File: src/rtl/stop_symbol_escape_encoder_core_defines.svh
// Assertion macros shared by the stop symbol escape encoder RTL.
// Each macro expects signals named clk and rst_n in the including module.
`ifndef STOP_SYMBOL_ESCAPE_ENCODER_CORE_DEFINES_SVH
`define STOP_SYMBOL_ESCAPE_ENCODER_CORE_DEFINES_SVH

// Check that holds in the same cycle as its trigger.
`define SSEE_ASSERT_NOW(lbl, trig, expr, msg) \
  lbl: assert property (@(posedge clk) disable iff (!rst_n) (trig) |-> (expr)) \
    else $error(msg);

// Check that holds in the cycle after its trigger.
`define SSEE_ASSERT_NEXT(lbl, trig, expr, msg) \
  lbl: assert property (@(posedge clk) disable iff (!rst_n) (trig) |=> (expr)) \
    else $error(msg);

`endif

File: src/rtl/ssee_pkg.sv
// Shared types, constants and helpers of the stop symbol escape encoder.
// No dependencies; imported by ssee_match and the top level.
`default_nettype none

package ssee_pkg;

  localparam int BYTE_W        = 8;
  localparam int SLOT_LIMIT    = 16;
  localparam int DEF_MAX_STOPS = 16;
  localparam int SLOT_IDX_W    = 4;
  localparam int CNT_W         = 5;
  localparam int CFG_IDX_W     = 3;
  localparam int CFG_DATA_W    = 64;

  // Configuration register indexes.
  localparam logic [CFG_IDX_W-1:0] REG_ESCAPE_CHAR  = 3'd0;
  localparam logic [CFG_IDX_W-1:0] REG_STOP_COUNT   = 3'd1;
  localparam logic [CFG_IDX_W-1:0] REG_STOP_SYM_LO  = 3'd2;
  localparam logic [CFG_IDX_W-1:0] REG_STOP_SYM_HI  = 3'd3;
  localparam logic [CFG_IDX_W-1:0] REG_REPLACE_LO   = 3'd4;
  localparam logic [CFG_IDX_W-1:0] REG_REPLACE_HI   = 3'd5;

  // Result of the match stages, handed to the output stage.
  typedef struct packed {
    logic [BYTE_W-1:0]     data;
    logic                  eos;
    logic                  hit;
    logic [SLOT_IDX_W-1:0] slot;
  } match_t;

  // Picks the byte of one slot out of a low and high pair of 64-bit words.
  function automatic logic [BYTE_W-1:0] slot_byte(input logic [CFG_DATA_W-1:0] lo,
                                                  input logic [CFG_DATA_W-1:0] hi,
                                                  input logic [SLOT_IDX_W-1:0] slot);
    logic [CFG_DATA_W-1:0] word;
    word = slot[SLOT_IDX_W-1] ? hi : lo;
    return word[{slot[SLOT_IDX_W-2:0], 3'b000} +: BYTE_W];
  endfunction

endpackage

`default_nettype wire

File: src/rtl/ssee_match.sv
// Two-stage stop symbol matcher: parallel compare, then lowest-slot pick.
// Depends on ssee_pkg and the assertion macro header.
`default_nettype none
`include "stop_symbol_escape_encoder_core_defines.svh"

module ssee_match #(
  parameter int MAX_STOPS = ssee_pkg::DEF_MAX_STOPS
) (
  input  wire logic                              clk,
  input  wire logic                              rst_n,
  input  wire logic                              in_tvalid,
  output logic                                   in_tready,
  input  wire logic [ssee_pkg::BYTE_W-1:0]       in_tdata,
  input  wire logic                              in_tlast,
  input  wire logic [ssee_pkg::BYTE_W-1:0]       escape_char,
  input  wire logic [ssee_pkg::CNT_W-1:0]        stop_count,
  input  wire logic [ssee_pkg::CFG_DATA_W-1:0]   stop_lo,
  input  wire logic [ssee_pkg::CFG_DATA_W-1:0]   stop_hi,
  output logic                                   m_valid,
  input  wire logic                              m_ready,
  output ssee_pkg::match_t                       m_item
);
  import ssee_pkg::*;

  logic                 s1_valid_r;
  logic [BYTE_W-1:0]    s1_data_r;
  logic                 s1_eos_r;
  logic [MAX_STOPS-1:0] s1_hit_r;
  logic [MAX_STOPS-1:0] s1_hit_nxt;
  logic                 s2_valid_r;
  match_t               s2_item_r;
  match_t               s2_item_nxt;
  logic                 s1_adv;
  logic                 s2_adv;
  logic                 esc_en;

  // A stage takes a new beat when it is empty or its content moves on.
  assign s2_adv    = !s2_valid_r || m_ready;
  assign s1_adv    = !s1_valid_r || s2_adv;
  assign in_tready = s1_adv;
  assign esc_en    = (escape_char != '0);

  // Compare the byte against every active slot in parallel.
  always_comb begin
    for (int i = 0; i < MAX_STOPS; i++) begin
      s1_hit_nxt[i] = esc_en && (stop_count > CNT_W'(i)) &&
                      (slot_byte(stop_lo, stop_hi, SLOT_IDX_W'(i)) == in_tdata);
    end
  end

  always_ff @(posedge clk) begin
    if (!rst_n) begin
      s1_valid_r <= 1'b0;
    end else if (s1_adv) begin
      s1_valid_r <= in_tvalid;
    end
  end

  always_ff @(posedge clk) begin
    if (s1_adv && in_tvalid) begin
      s1_data_r <= in_tdata;
      s1_eos_r  <= in_tlast;
      s1_hit_r  <= s1_hit_nxt;
    end
  end

  // The lowest matching slot wins.
  always_comb begin
    s2_item_nxt.data = s1_data_r;
    s2_item_nxt.eos  = s1_eos_r;
    s2_item_nxt.hit  = |s1_hit_r;
    s2_item_nxt.slot = '0;
    for (int i = MAX_STOPS - 1; i >= 0; i--) begin
      if (s1_hit_r[i]) begin
        s2_item_nxt.slot = SLOT_IDX_W'(i);
      end
    end
  end

  always_ff @(posedge clk) begin
    if (!rst_n) begin
      s2_valid_r <= 1'b0;
    end else if (s2_adv) begin
      s2_valid_r <= s1_valid_r;
    end
  end

  always_ff @(posedge clk) begin
    if (s2_adv && s1_valid_r) begin
      s2_item_r <= s2_item_nxt;
    end
  end

  assign m_valid = s2_valid_r;
  assign m_item  = s2_item_r;

  // An empty first stage always takes a beat.
  `SSEE_ASSERT_NOW(a_s1_empty_ready, !s1_valid_r, in_tready, "empty stage 1 not ready")
  // With escaping off, no slot may report a match.
  `SSEE_ASSERT_NOW(a_no_hit_when_off, s1_valid_r && (escape_char == '0), s1_hit_r == '0,
    "match reported while escaping is disabled")
  // A stalled second stage keeps its beat.
  `SSEE_ASSERT_NEXT(a_s2_hold, s2_valid_r && !m_ready, s2_valid_r && $stable(s2_item_r),
    "stage 2 beat lost under stall")

endmodule

`default_nettype wire

File: src/rtl/stop_symbol_escape_encoder_core.sv
// Stop symbol escape encoder: bytes in, escaped bytes out.
//
// Input channel in_*: one string byte per beat, in_tlast marks the last byte
// of the string. Output channel out_*: one output byte per beat, out_tlast
// marks the final byte of the string, out_tuser marks the last byte caused
// by an input byte. A byte equal to an active stop symbol comes out as two
// beats: the escape character, then the replacement byte of the lowest
// matching slot. An escape character of zero passes every byte unchanged.
// Configuration port cfg_*: register index and 64-bit data, always ready;
// write only while no beat is in flight.
// An input beat passes the compare stage, the slot select stage and the
// output register in that order. Throughput: one input byte per cycle for
// plain bytes while out_tready is high; an escaped byte holds the output
// register for both of its beats, which stalls the input behind it.
// Reset clears all configuration registers to zero and empties the pipeline.
// When out_tready is low the output register holds its beat and the stall
// backs up stage by stage; bubbles close up, nothing is lost or repeated.
`default_nettype none
`include "stop_symbol_escape_encoder_core_defines.svh"

module stop_symbol_escape_encoder_core #(
  parameter int MAX_STOPS = ssee_pkg::DEF_MAX_STOPS
) (
  input  wire logic                              clk,
  input  wire logic                              rst_n,
  // Input stream.
  input  wire logic                              in_tvalid,
  output logic                                   in_tready,
  input  wire logic [ssee_pkg::BYTE_W-1:0]       in_tdata,  // [7:0] data_byte
  input  wire logic                              in_tlast,  // end_of_string
  // Output stream.
  output logic                                   out_tvalid,
  input  wire logic                              out_tready,
  output logic [ssee_pkg::BYTE_W-1:0]            out_tdata, // [7:0] out_byte
  output logic                                   out_tuser, // [0] run_last
  output logic                                   out_tlast, // string_done
  // Configuration writes.
  input  wire logic                              cfg_valid,
  output logic                                   cfg_ready,
  input  wire logic [ssee_pkg::CFG_IDX_W-1:0]    cfg_index,
  input  wire logic [ssee_pkg::CFG_DATA_W-1:0]   cfg_data
);
  import ssee_pkg::*;

  logic [BYTE_W-1:0]     escape_char_r;
  logic [CNT_W-1:0]      stop_count_r;
  logic [CFG_DATA_W-1:0] stop_lo_r;
  logic [CFG_DATA_W-1:0] stop_hi_r;
  logic [CFG_DATA_W-1:0] repl_lo_r;
  logic [CFG_DATA_W-1:0] repl_hi_r;

  logic                  m_valid;
  logic                  m_ready;
  match_t                m_item;

  logic                  out_valid_r;
  logic [BYTE_W-1:0]     out_byte_r;
  logic                  out_last_r;
  logic                  out_done_r;
  logic                  pend_r;
  logic [BYTE_W-1:0]     pend_byte_r;
  logic                  pend_eos_r;
  logic                  out_fire;
  logic                  load;
  logic [BYTE_W-1:0]     repl_byte;

  // Configuration registers; unknown indexes are ignored.
  assign cfg_ready = 1'b1;

  always_ff @(posedge clk) begin
    if (!rst_n) begin
      escape_char_r <= '0;
      stop_count_r  <= '0;
      stop_lo_r     <= '0;
      stop_hi_r     <= '0;
      repl_lo_r     <= '0;
      repl_hi_r     <= '0;
    end else if (cfg_valid && cfg_ready) begin
      unique case (cfg_index)
        REG_ESCAPE_CHAR: escape_char_r <= cfg_data[BYTE_W-1:0];
        REG_STOP_COUNT:  stop_count_r  <= cfg_data[CNT_W-1:0];
        REG_STOP_SYM_LO: stop_lo_r     <= cfg_data;
        REG_STOP_SYM_HI: stop_hi_r     <= cfg_data;
        REG_REPLACE_LO:  repl_lo_r     <= cfg_data;
        REG_REPLACE_HI:  repl_hi_r     <= cfg_data;
        default: ;
      endcase
    end
  end

  // Compare and slot select stages.
  ssee_match #(
    .MAX_STOPS (MAX_STOPS)
  ) u_match (
    .clk         (clk),
    .rst_n       (rst_n),
    .in_tvalid   (in_tvalid),
    .in_tready   (in_tready),
    .in_tdata    (in_tdata),
    .in_tlast    (in_tlast),
    .escape_char (escape_char_r),
    .stop_count  (stop_count_r),
    .stop_lo     (stop_lo_r),
    .stop_hi     (stop_hi_r),
    .m_valid     (m_valid),
    .m_ready     (m_ready),
    .m_item      (m_item)
  );

  // The output register frees up after the last beat of its item.
  assign out_fire = out_valid_r && out_tready;
  assign m_ready  = !out_valid_r || (out_fire && out_last_r);
  assign load     = m_ready && m_valid;
  assign repl_byte = slot_byte(repl_lo_r, repl_hi_r, m_item.slot);

  always_ff @(posedge clk) begin
    if (!rst_n) begin
      out_valid_r <= 1'b0;
      pend_r      <= 1'b0;
    end else if (load) begin
      out_valid_r <= 1'b1;
      pend_r      <= m_item.hit;
    end else if (out_fire) begin
      out_valid_r <= pend_r;
      pend_r      <= 1'b0;
    end
  end

  // Escape pair: escape byte first, replacement byte queued behind it.
  always_ff @(posedge clk) begin
    if (load) begin
      out_byte_r  <= m_item.hit ? escape_char_r : m_item.data;
      out_last_r  <= !m_item.hit;
      out_done_r  <= !m_item.hit && m_item.eos;
      pend_byte_r <= repl_byte;
      pend_eos_r  <= m_item.eos;
    end else if (out_fire && pend_r) begin
      out_byte_r  <= pend_byte_r;
      out_last_r  <= 1'b1;
      out_done_r  <= pend_eos_r;
    end
  end

  assign out_tvalid = out_valid_r;
  assign out_tdata  = out_byte_r;
  assign out_tuser  = out_last_r;
  assign out_tlast  = out_done_r;

  // An accepted escape byte is always followed by its replacement beat.
  `SSEE_ASSERT_NEXT(a_pair_follows, out_fire && !out_tuser, out_tvalid && out_tuser,
    "escape byte not followed by replacement")
  // The first beat of a pair carries the escape character and never ends a string.
  `SSEE_ASSERT_NOW(a_escape_beat, out_tvalid && !out_tuser,
    (out_tdata == escape_char_r) && !out_tlast, "bad escape beat")
  // End of string only appears on the last beat of an input byte.
  `SSEE_ASSERT_NOW(a_done_is_last, out_tvalid && out_tlast, out_tuser,
    "string end on a non-final beat")

endmodule

`default_nettype wire
File: config.mk
export PLATFORM = sky130hd
export DESIGN_NAME = stop_symbol_escape_encoder_core
export DESIGN_NICKNAME = d
export VERILOG_FILES = /design/src/rtl/ssee_pkg.sv /design/src/rtl/ssee_match.sv /design/src/rtl/stop_symbol_escape_encoder_core.sv
export VERILOG_INCLUDE_DIRS = /design/src /design/src/rtl
export SDC_FILE = /design/constraint.sdc
export NUM_CORES = 1
export LEC_CHECK = 0
export BUFFER_PORTS_ARGS = -buffer_cell sky130_fd_sc_hd__buf_2
export CAP_MARGIN = 30
export CORE_MARGIN = 5
export CORE_UTILIZATION = 45
export DETAILED_ROUTE_END_ITERATION = 8
export GPL_TIMING_DRIVEN = 0
export MAX_ROUTING_LAYER = met4
export SYNTH_ARGS = -nofsm -noshare
export SYNTH_HDL_FRONTEND = slang
export SYNTH_HIERARCHICAL = 1
export SYNTH_SLANG_ARGS = --single-unit
File: constraint.sdc
create_clock -name clk -period 2.6 [get_ports clk]
set_input_delay 0.13 -clock clk [delete_from_list [all_inputs] [get_ports clk]]
set_output_delay 0.13 -clock clk [all_outputs]
set_load 0.02 [all_outputs]
==> metrics.md, run 1 <==
| Metric | Value |
|---|---|
| Max Freq | `406 MHz` |
| Area delta synth->final | `20.1%` |
| Core Area | `0.0334 mm²` |
| Yosys warns | `6` |
| Cells after Synth | `1616` |
| # fillers | `3136` |
| Routed Antenna Nets | `0` |
| Post-CTS Resized | `0` |
| Peak VDD IR | `451 µV` |
| Drt drc | `0` |
| Hold Path Class | `in -> reg` |
| Ordered list of cells on the worst path | `clkbuf_1 > buf_2 > mux4_1 > a22oi_1 > nand2_1` |
| Count of pins over their slew limit | `0` |
| Vias in the first global route | `11900` |
| Slowest CP cell | `a22oi_1` |
| Initial Util | `0.454` |
| Post-synth cell types | `55` |
| FP Rows | `67` |
| Max Cap Viol | `0` |
| Slew Limit Headroom | `0.443` |
| Clk pwr share | `0.448` |
| Post-synthesis register bit count | `331` |
| Largest net degree at the start of global routing | `18` |
| Setup Skew | `0.0219 ns` |
| Placer Congestion | `0.931` |
| Sw Pwr | `2830 µW` |
| Via density | `5.33` |
| Worst-Margin Slew | `0.835 ns` |
| WL/cell | `21.0 µm` |
| 1st-iter DRT viols | `974` |
| Finish-stage setup viols | `0` |
| Buf+Inv Stages, Crit Path | `2` |
| Gate power share | `0.090` |
| GRT overflow | `0` |
| Die H | `193 µm` |
| CP endpoint kind | `flop` |
| Syn_nets | `1697` |
| IO buf count | `92` |
| Nets | `1907` |
| Post-synthesis sequential area ratio | `0.476` |
| Dominant cells by area after synthesis | `dfxtp_1 (36%), nand2_1 (14%), edfxtp_1 (12%), a21boi_1 (10%), xnor2_1 (6.0%)` |
| PD cells | `645 mW/mm²` |
| Internal power | `8900 µW` |
| Post-synth ARST share | `0` |
| Final hold vios | `0` |
| Chip width | `193 µm` |
| First-pass DRT Iterations | `6` |
| CTS H-tree lvls | `2` |
| Critical path class | `reg -> reg` |
| Clock Sinks | `331` |
| Startpoint type of the worst setup path | `flop` |
| RSZ-0062 raised after global routing | `false` |
| CP top delay family | `buffers and inverters` |
| Clock root cell | `clkbuf_16` |
| Critical Path RT | `2.82 ns` |
| Clock-pin slew on the worst setup and hold paths | `0.06 ns` |
| Post-CTS setup repair buffer count | `0` |
| P_leak | `0.00646 µW` |
| Mapped Area | `0.0151 mm²` |
| DRT Wirelength | `48300 µm` |
| Detailed placement HPWL | `34100 µm` |
| Place WS | `0.208 ns` |
| Seq pwr share | `0.462` |
| Clock Path Buffers | `3` |
| Initial antenna violation count | `1` |
| TritonCTS Buffers | `38` |
| Final worst slack | `0.134 ns` |
| CTS tree | `yes` |
| Clk Latency, worst-skew pair | `0.53 ns` |
| Global-route wire length before repair | `72800 µm` |
| Synth top area share | `0.361` |
| Syn avg cell area | `9.36 µm²` |
| Layout cell share with drive strength beyond 1 | `0.135` |
| Critical path's largest stage delay | `0.46 ns` |
| Total track usage | `0.258` |
| Sw frac | `0.241` |
| Status | `finished, final reports clean` |
| Crit share post-route | `0.948` |
| Setup total negative slack | `0 ns` |
| WP data arrival | `2.69 ns` |
| Num ports | `94` |
| Ys flop type | `dfxtp_1` |
| Die Footprint | `0.0374 mm²` |
| Post-synth EDFFs | `58` |
| Detailed-route via count | `12300` |
| Post-layout min period | `2.47 ns` |
| Synth area leader | `dfxtp_1` |
| Worst-path fanout max | `10` |
-- final timing paths --
check	startpoint	to	slack (ns)	depth (start not counted)
worst max-delay path	u_match/m_item[3]	pend_byte_r[5]	0.13	5
worst min-delay path	cfg_index[0]	escape_char_r[6]	0.19	5
worst max register to register	u_match/m_item[3]	pend_byte_r[5]	0.13	5
worst min register to register	u_match/s1_data_r[2]	u_match/m_item[8]	0.42	0
-- per-layer routing --
layer  wire length [µm]  vias to the layer above  GRT usage
li1                   -                     5887          -
met1              21700                     5960      0.347
met2              22100                      366      0.404
met3               3120                       74     0.0454
met4               1390                        0     0.0747
met5                  0                        -          -
-- cell families after synthesis --
| group | count (synthesis) | share of synthesized area |
|---|---|---|
| mux | 46 | 0.0616 |
| simple gates | 651 | 0.180 |
| xor+xnor | 128 | 0.0741 |
| other cells | 1 | 0.000248 |
| flops | 331 | 0.476 |
| compound gates | 327 | 0.159 |
| buf+inv | 132 | 0.0485 |
-- repair_timing --
| item | in CTS | in global routing |
|---|---|---|
| hold buffers | 76 | 0 |
| setup endpoints to repair | 0 | 0 |
| hold endpoints to repair | 276 | 0 |
-- layout make-up --
cell class                      instances  area (µm²)  share of cell area
Inverter                                6        22.5             0.00124
Antenna cell                            1        2.50            0.000138
Clock buffer                           62        1190              0.0653
Clock inverter                          7        32.5             0.00179
Buffer                                126         712              0.0392
Sequential cell                       331        7210               0.397
Tap cell                              448         561              0.0308
Multi-Input combinational cell       1153        7190               0.396
Timing Repair Buffer                  170        1260              0.0693
-- cell usage after synthesis, types with 6 or more instances --
cell type,count
a21boi_0,56
a21boi_1,210
a21oi_1,14
a22oi_1,16
a31oi_1,9
buf_2,44
buf_4,22
buf_6,11
clkbuf_1,43
dfxtp_1,273
edfxtp_1,58
inv_1,6
mux2i_1,13
mux4_1,18
mux4_2,13
nand2_1,551
nand3_1,8
nand4_1,25
nor2_1,12
nor2b_1,11
nor3_1,9
nor4_1,12
o21ai_0,7
xnor2_1,104
xor2_1,24
-- power groups by stage --
stage | clock network, µW | registers [µW] | logic, µW
2_1_floorplan | 0 | 5510 | 565
3_3_place_gp | 0 | 5530 | 941
3_5_place_dp | 0 | 5530 | 956
4_1_cts | 5320 | 5420 | 1050
5_1_grt | 5540 | 5430 | 1130
6_report | 5250 | 5420 | 1060
-- cell usage in the layout (no fill, tap or decap), types with 7 or more instances in the layout --
master,n
a21oi_1,14
nand4_1,25
nor2_1,12
xor2_1,24
a22oi_1,16
buf_2,136
o21ai_0,7
mux2i_1,13
nor3_1,9
mux4_2,13
a21boi_1,210
dlygate4sd3_1,76
dfxtp_1,273
mux4_1,18
edfxtp_1,58
clkbuf_1,57
nor4_1,12
a31oi_1,9
nor2b_1,11
clkbuf_16,42
a21boi_0,56
buf_4,22
xnor2_1,104
nand3_1,8
nand2_1,551
buf_6,12
-- sequential cells by signal, summed over array words and instances, names as in the netlist, 8 cells and up --
signal             cells
repl_hi_r             64
repl_lo_r             64
stop_hi_r             64
stop_lo_r             64
u_match/s1_hit_r      16
u_match/m_item        14
escape_char_r          8
out_tdata              8
pend_byte_r            8
u_match/s1_data_r      8
-- worst reg2reg max path, stage by stage, from the launching register on --
cell      delay, ns
edfxtp_1       0.32
clkbuf_1       0.37
buf_2          0.42
mux4_1         0.42
a22oi_1        0.46
nand2_1        0.17
-- stage by stage --
stage	hold slack [ns]	utilization	std cells	power (µW)	area [µm²]
2_1_floorplan	0.229	-	1616	6080	15100
3_3_place_gp	0.311	0.484	2156	6470	16200
3_5_place_dp	0.314	0.485	2158	6490	16200
4_1_cts	0.163	0.545	2303	11800	18200
5_1_grt	0.222	0.545	2304	12100	18200
6_report	0.187	0.545	2304	11700	18200
Power figures use the tool's default switching activity.
==> run 2: changes to the inputs <==
SYNTH_HIERARCHICAL = unset   (was 1)
==> run 2 against run 1 <==
Net effect:
- sequential power is essentially flat
- count of clock-buffer cells in the layout down 5
- largest cell class unchanged
- worst setup slack better by 0.13 ns
- sequential share of layout area grew 0.44 points
- combinational power hardly changed
- flip-flop and latch count unchanged
- register-to-register slack improved by 0.13 ns
- clock power shrank 2%
==> metrics.md, run 2 <==
| Metric | Value |
|---|---|
| Die H | `193 µm` |
| Slew Limit Headroom | `0.342` |
| P_leak | `0.00653 µW` |
| Startpoint type of the worst setup path | `flop` |
| GRT overflow | `0` |
| Sw Pwr | `2820 µW` |
| Post-Route Utilization | `0.550` |
| First-pass DRT Iterations | `5` |
| Post-synthesis register bit count | `331` |
| Hold Path Class | `in -> reg` |
| Yosys warns | `0` |
| Slowest CP cell | `mux4_1` |
| WL/cell | `21.4 µm` |
| RSZ-0062 raised after global routing | `false` |
| Fin cells | `2293` |
| Clk pwr share | `0.443` |
| Dominant cells by area after synthesis | `dfxtp_1 (36%), nand2_1 (14%), edfxtp_1 (12%), a21boi_1 (8.7%), a21boi_0 (4.9%)` |
| Power Total | `11600 µW` |
| Metal-1 WL | `22500 µm` |
| Syn_nets | `1697` |
| Most frequent cells in the layout | `nand2_1 (556), dfxtp_1 (273), a21boi_1 (173)` |
| Critical path's largest stage delay | `0.52 ns` |
| DRT Wirelength | `49100 µm` |
| Count leader, synth | `nand2_1` |
| Core Area | `0.0327 mm²` |
| Clk Latency, worst-skew pair | `0.52 ns` |
| Buf+Inv Stages, Crit Path | `2` |
| Status | `finished, final reports clean` |
| Detailed placement HPWL | `34800 µm` |
| Reg area | `0.00721 mm²` |
| Worst-path fanout max | `10` |
| Post-synthesis sequential area ratio | `0.481` |
| Clock root cell | `clkbuf_16` |
| Count of pins over their slew limit | `0` |
| # fillers | `3051` |
| Nets | `1902` |
| FP Rows | `66` |
| Placed Cells | `2149` |
| Seq pwr share | `0.467` |
| Area delta synth->final | `19.9%` |
| Vias in the first global route | `11800` |
| Critical path class | `reg -> reg` |
| CP top delay family | `buffers and inverters` |
| Chip width | `193 µm` |
| Num ports | `94` |
| Most common cell after layout, fill and taps aside | `nand2_1` |
| Sw frac | `0.243` |
| 1st-iter DRT viols | `911` |
| Clock-pin slew on the worst setup and hold paths | `0.06 ns` |
| Multi-input gate area | `0.00714 mm²` |
| Synth top area share | `0.364` |
| Drt drc | `0` |
| Synth area leader | `dfxtp_1` |
| Initial Util | `0.459` |
| Max Cap Viol | `0` |
| Post-CTS Resized | `0` |
| Final hold vios | `0` |
| Met2 routed WL | `22200 µm` |
| Clock Path Buffers | `3` |
| Finish-stage setup viols | `0` |
| Max Freq | `428 MHz` |
| Post-synth top cells | `nand2_1 (556), dfxtp_1 (273), a21boi_1 (173), a21boi_0 (97), xnor2_1 (81)` |
| Post-synth EDFFs | `58` |
| Setup Skew | `0.0144 ns` |
| Reg2Reg Setup Slack | `0.27 ns` |
| Initial antenna violation count | `5` |
| Internal power | `8790 µW` |
| CTS H-tree lvls | `2` |
| Crit share post-route | `0.898` |
| WP data arrival | `2.56 ns` |
| Syn avg cell area | `9.28 µm²` |
| Die Footprint | `0.0371 mm²` |
| Critical Path RT | `2.83 ns` |
| Total track usage | `0.273` |
| PD cells | `646 mW/mm²` |
| Via density | `5.39` |
| Cells after Synth | `1616` |
| Ordered list of cells on the worst path | `clkbuf_1 > buf_2 > mux4_1 > a22oi_1 > nand2_1` |
| Largest net degree at the start of global routing | `25` |
| Gate power share | `0.090` |
| Peak VDD IR | `401 µV` |
| Post-synth cell types | `54` |
| TritonCTS Buffers | `38` |
| Detailed-route via count | `12400` |
| Routed Antenna Nets | `0` |
| IO buf count | `89` |
| Top Metal Used | `met4` |
| Wire length on met3 | `3150 µm` |
| Clock Sinks | `331` |
| Mapped Area | `0.0150 mm²` |
| Worst-Margin Slew | `0.984 ns` |
| Ys flop type | `dfxtp_1` |
| Placer Congestion | `0.927` |
| Post-layout min period | `2.33 ns` |
| Post-synth ARST share | `0` |
| CP endpoint kind | `flop` |
| CTS tree | `yes` |
| Layout cell share with drive strength beyond 1 | `0.129` |
| Global-route wire length before repair | `73500 µm` |
==> run 2: kinds of logic after synthesis <==
kind of cell	after synthesis	share of synthesized area
xor+xnor	128	0.0748
buf+inv	129	0.0446
compound gates	322	0.158
mux	45	0.0612
flops	331	0.481
other cells	1	0.000250
simple gates	660	0.181
==> run 2: repair_timing <==
item	CTS	global route
buffers inserted	0	0
endpoints found under the hold margin	274	0
hold buffers	74	0
==> run 2: through the flow <==
step / hold WS, ns / worst slack (ns) / area [µm²] / TNS (ns)
2_1_floorplan: 0.229 / 0.217 / 15000 / 0
3_3_place_gp: 0.327 / -0.649 / 16000 / -21.99
3_5_place_dp: 0.323 / 0.316 / 16000 / 0
4_1_cts: 0.0303 / 0.295 / 18000 / 0
5_1_grt: 0.0708 / 0.194 / 18000 / 0
6_report: 0.0469 / 0.266 / 18000 / 0
==> run 2: worst paths after layout <==
check,start,end,depth (start not counted)
max,u_match.m_item[3],pend_byte_r[4],5
min,cfg_index[1],escape_char_r[5],4
max reg2reg,u_match.m_item[3],pend_byte_r[4],5
min reg2reg,u_match.s1_data_r[5],u_match.m_item[11],0
==> run 2: worst min-delay path: cells and delay by family <==
family	cells	cell delay, ns
AND/OR/NAND/NOR	2	0.17
AO/OA/AOI/OAI	1	0.07
buffers and inverters	1	0.14
==> run 2: layout make-up <==
type	count	area share
clock buffer	57	0.0614
inverter	9	0.00188
multi-input combinational	1156	0.397
sequential	331	0.401
clock inverter	10	0.00418
buffer	120	0.0353
tap	442	0.0308
antenna	3	0.000418
timing repair buffer	165	0.0679
==> run 2: power by group through the flow <==
stage | registers [µW] | logic [µW] | clock network (µW)
2_1_floorplan | 5510 | 543 | 0
4_1_cts | 5420 | 1030 | 5220
3_3_place_gp | 5530 | 930 | 0
5_1_grt | 5430 | 1120 | 5420
3_5_place_dp | 5530 | 945 | 0
6_report | 5420 | 1040 | 5150
==> run 2: metal layers <==
layer	track usage	up-vias
met1	0.381	6050
li1	-	5841
met4	0.0708	0
met3	0.0412	76
met5	-	-
met2	0.419	395
==> run 3: changes to the inputs <==
PLACE_DENSITY = 0.7   (was unset)
clock period = 2.4 ns   (was 2.6 ns; I/O delays follow)
==> run 3 against run 2 <==
Net effect:
- utilization grew 0.28 points
- cell count down 0.13%
- count of clock-buffer cells in the layout up 1
- clock power increased by 17%
- register-to-register slack lost 0.06 ns
- sequential power increased by 8.3%
- critical path type unchanged
==> metrics.md, run 3 (synthesis gave the netlist of run 2 again) <==
| Metric | Value |
|---|---|
| Via density | `5.51` |
| Area post-placement | `0.0160 mm²` |
| IO buf count | `89` |
| Hold path cells | `4` |
| Peak VDD IR | `449 µV` |
| DRT Wirelength | `48400 µm` |
| Worst r2r dst | `u_match.s1_hit_r[0]` |
| Most common cell after layout, fill and taps aside | `nand2_1` |
| Placer Congestion | `0.926` |
| Vias in the first global route | `12100` |
| Critical path class | `reg -> reg` |
| Post-CTS Resized | `0` |
| FP Rows | `66` |
| Setup total negative slack | `0 ns` |
| Antenna cells | `0` |
| Area delta synth->final | `20.5%` |
| Initial antenna violation count | `1` |
| Clock root cell | `clkbuf_16` |
| Chip width | `193 µm` |
| Finish-stage setup viols | `0` |
| Post-Route Utilization | `0.552` |
| Worst-Margin Slew | `1.03 ns` |
| GRT overflow | `0` |
| Crit share post-route | `0.916` |
| Detailed placement HPWL | `33700 µm` |
| Max Freq | `455 MHz` |
| First-pass DRT Iterations | `5` |
| Count of pins over their slew limit | `0` |
| Sw frac | `0.234` |
| RR Startpoint | `escape_char_r[4]` |
| Internal power | `9970 µW` |
| P_leak | `0.00658 µW` |
| Seq pwr share | `0.451` |
| Nets | `1900` |
| Setup Skew | `0.0175 ns` |
| Die Footprint | `0.0371 mm²` |
| CTS H-tree lvls | `2` |
| 1st-iter DRT viols | `978` |
| Startpoint type of the worst setup path | `flop` |
| Gate power share | `0.086` |
| Clock Sinks | `331` |
| Clock Path Buffers | `3` |
| Post-layout min period | `2.20 ns` |
| Post-CTS Hold Buffers | `75` |
| Core Area | `0.0327 mm²` |
| Total track usage | `0.266` |
| Layout cell share with drive strength beyond 1 | `0.131` |
| CP endpoint kind | `flop` |
| Clk pwr share | `0.463` |
| Hold Path Class | `in -> reg` |
| Hold Path End | `escape_char_r[7]` |
| Detailed-route via count | `12600` |
| Initial Util | `0.459` |
| Hold Slack | `0.0322 ns` |
| Slew Limit Headroom | `0.309` |
| Drt drc | `0` |
| Routed Antenna Nets | `0` |
| Clk Latency, worst-skew pair | `0.53 ns` |
| Place WS | `0.253 ns` |
| Num ports | `94` |
| Final worst slack | `0.201 ns` |
| Hold path startpoint | `cfg_index[1]` |
| Critical Path RT | `2.67 ns` |
| PD cells | `720 mW/mm²` |
| Global-route wire length before repair | `72600 µm` |
| Cell area after layout | `0.0181 mm²` |
| RSZ-0062 raised after global routing | `false` |
| Max Cap Viol | `0` |
| WP data arrival | `2.47 ns` |
| Post-CTS setup repair buffer count | `0` |
| Worst Reg-to-Reg Cells | `5` |
| Sw Pwr | `3040 µW` |
| Clock-pin slew on the worst setup and hold paths | `0.06 ns` |
| Final hold vios | `0` |
| CTS tree | `yes` |
| Die H | `193 µm` |
| TritonCTS Buffers | `37` |
| Worst-path fanout max | `9` |
| Largest net degree at the start of global routing | `26` |
| Status | `finished, final reports clean` |
| Most frequent cells in the layout | `nand2_1 (556), dfxtp_1 (273), a21boi_1 (173)` |
| Reg2Reg Setup Slack | `0.20 ns` |
| WL/cell | `21.1 µm` |
==> run 3: final cells by class <==
| type | count | area (µm²) |
|---|---|---|
| timing repair buffer | 164 | 1200 |
| clock inverter | 10 | 153 |
| clock buffer | 58 | 1150 |
| multi-input combinational | 1156 | 7140 |
| buffer | 120 | 634 |
| tap | 442 | 553 |
| sequential | 331 | 7210 |
| inverter | 9 | 33.8 |
| fill | 2937 | 14600 |
==> run 3: how the worst max path moves through the flow <==
stage | slack [ns] | depth (start not counted) | endpoint | startpoint
5_1_grt | 0.12 | 5 | u_match.s1_hit_r[0] | escape_char_r[5]
3_5_place_dp | 0.25 | 5 | pend_byte_r[1] | u_match.m_item[3]
6_report | 0.20 | 5 | u_match.s1_hit_r[0] | escape_char_r[4]
4_1_cts | 0.24 | 5 | pend_byte_r[1] | u_match.m_item[3]
2_1_floorplan | 0.02 | 2 | u_match.s1_data_r[0] | out_tuser
3_3_place_gp | -0.66 | 2 | u_match.s1_hit_r[14] | out_tvalid
==> run 3: through the flow <==
stage | power (µW) | instances
2_1_floorplan | 6560 | 1616
3_3_place_gp | 6980 | 2147
3_5_place_dp | 7000 | 2147
6_report | 13000 | 2290
5_1_grt | 13300 | 2290
4_1_cts | 13000 | 2290
==> run 3: worst max-delay path: stages, from the launching register on <==
cell and delay, ns:
dfxtp_1 0.33, nor4_1 0.58, and2_1 0.21, clkbuf_1 0.44
a21oi_1 0.15, and3_1 0.23
==> run 3: power by group through the flow <==
stage | clock, µW | combinational (µW) | sequential, µW
5_1_grt | 6270 | 1190 | 5880
4_1_cts | 6050 | 1100 | 5870
6_report | 6020 | 1120 | 5870
3_3_place_gp | 0 | 990 | 5990
3_5_place_dp | 0 | 1010 | 5990
2_1_floorplan | 0 | 589 | 5970
==> run 3: layer usage <==
metal | global-route usage | vias up | share of wire
met5 | - | - | 0
met4 | 0.0705 | 0 | 0.026
met3 | 0.0364 | 85 | 0.079
met2 | 0.430 | 543 | 0.47
met1 | 0.355 | 6146 | 0.43
li1 | - | 5845 | -
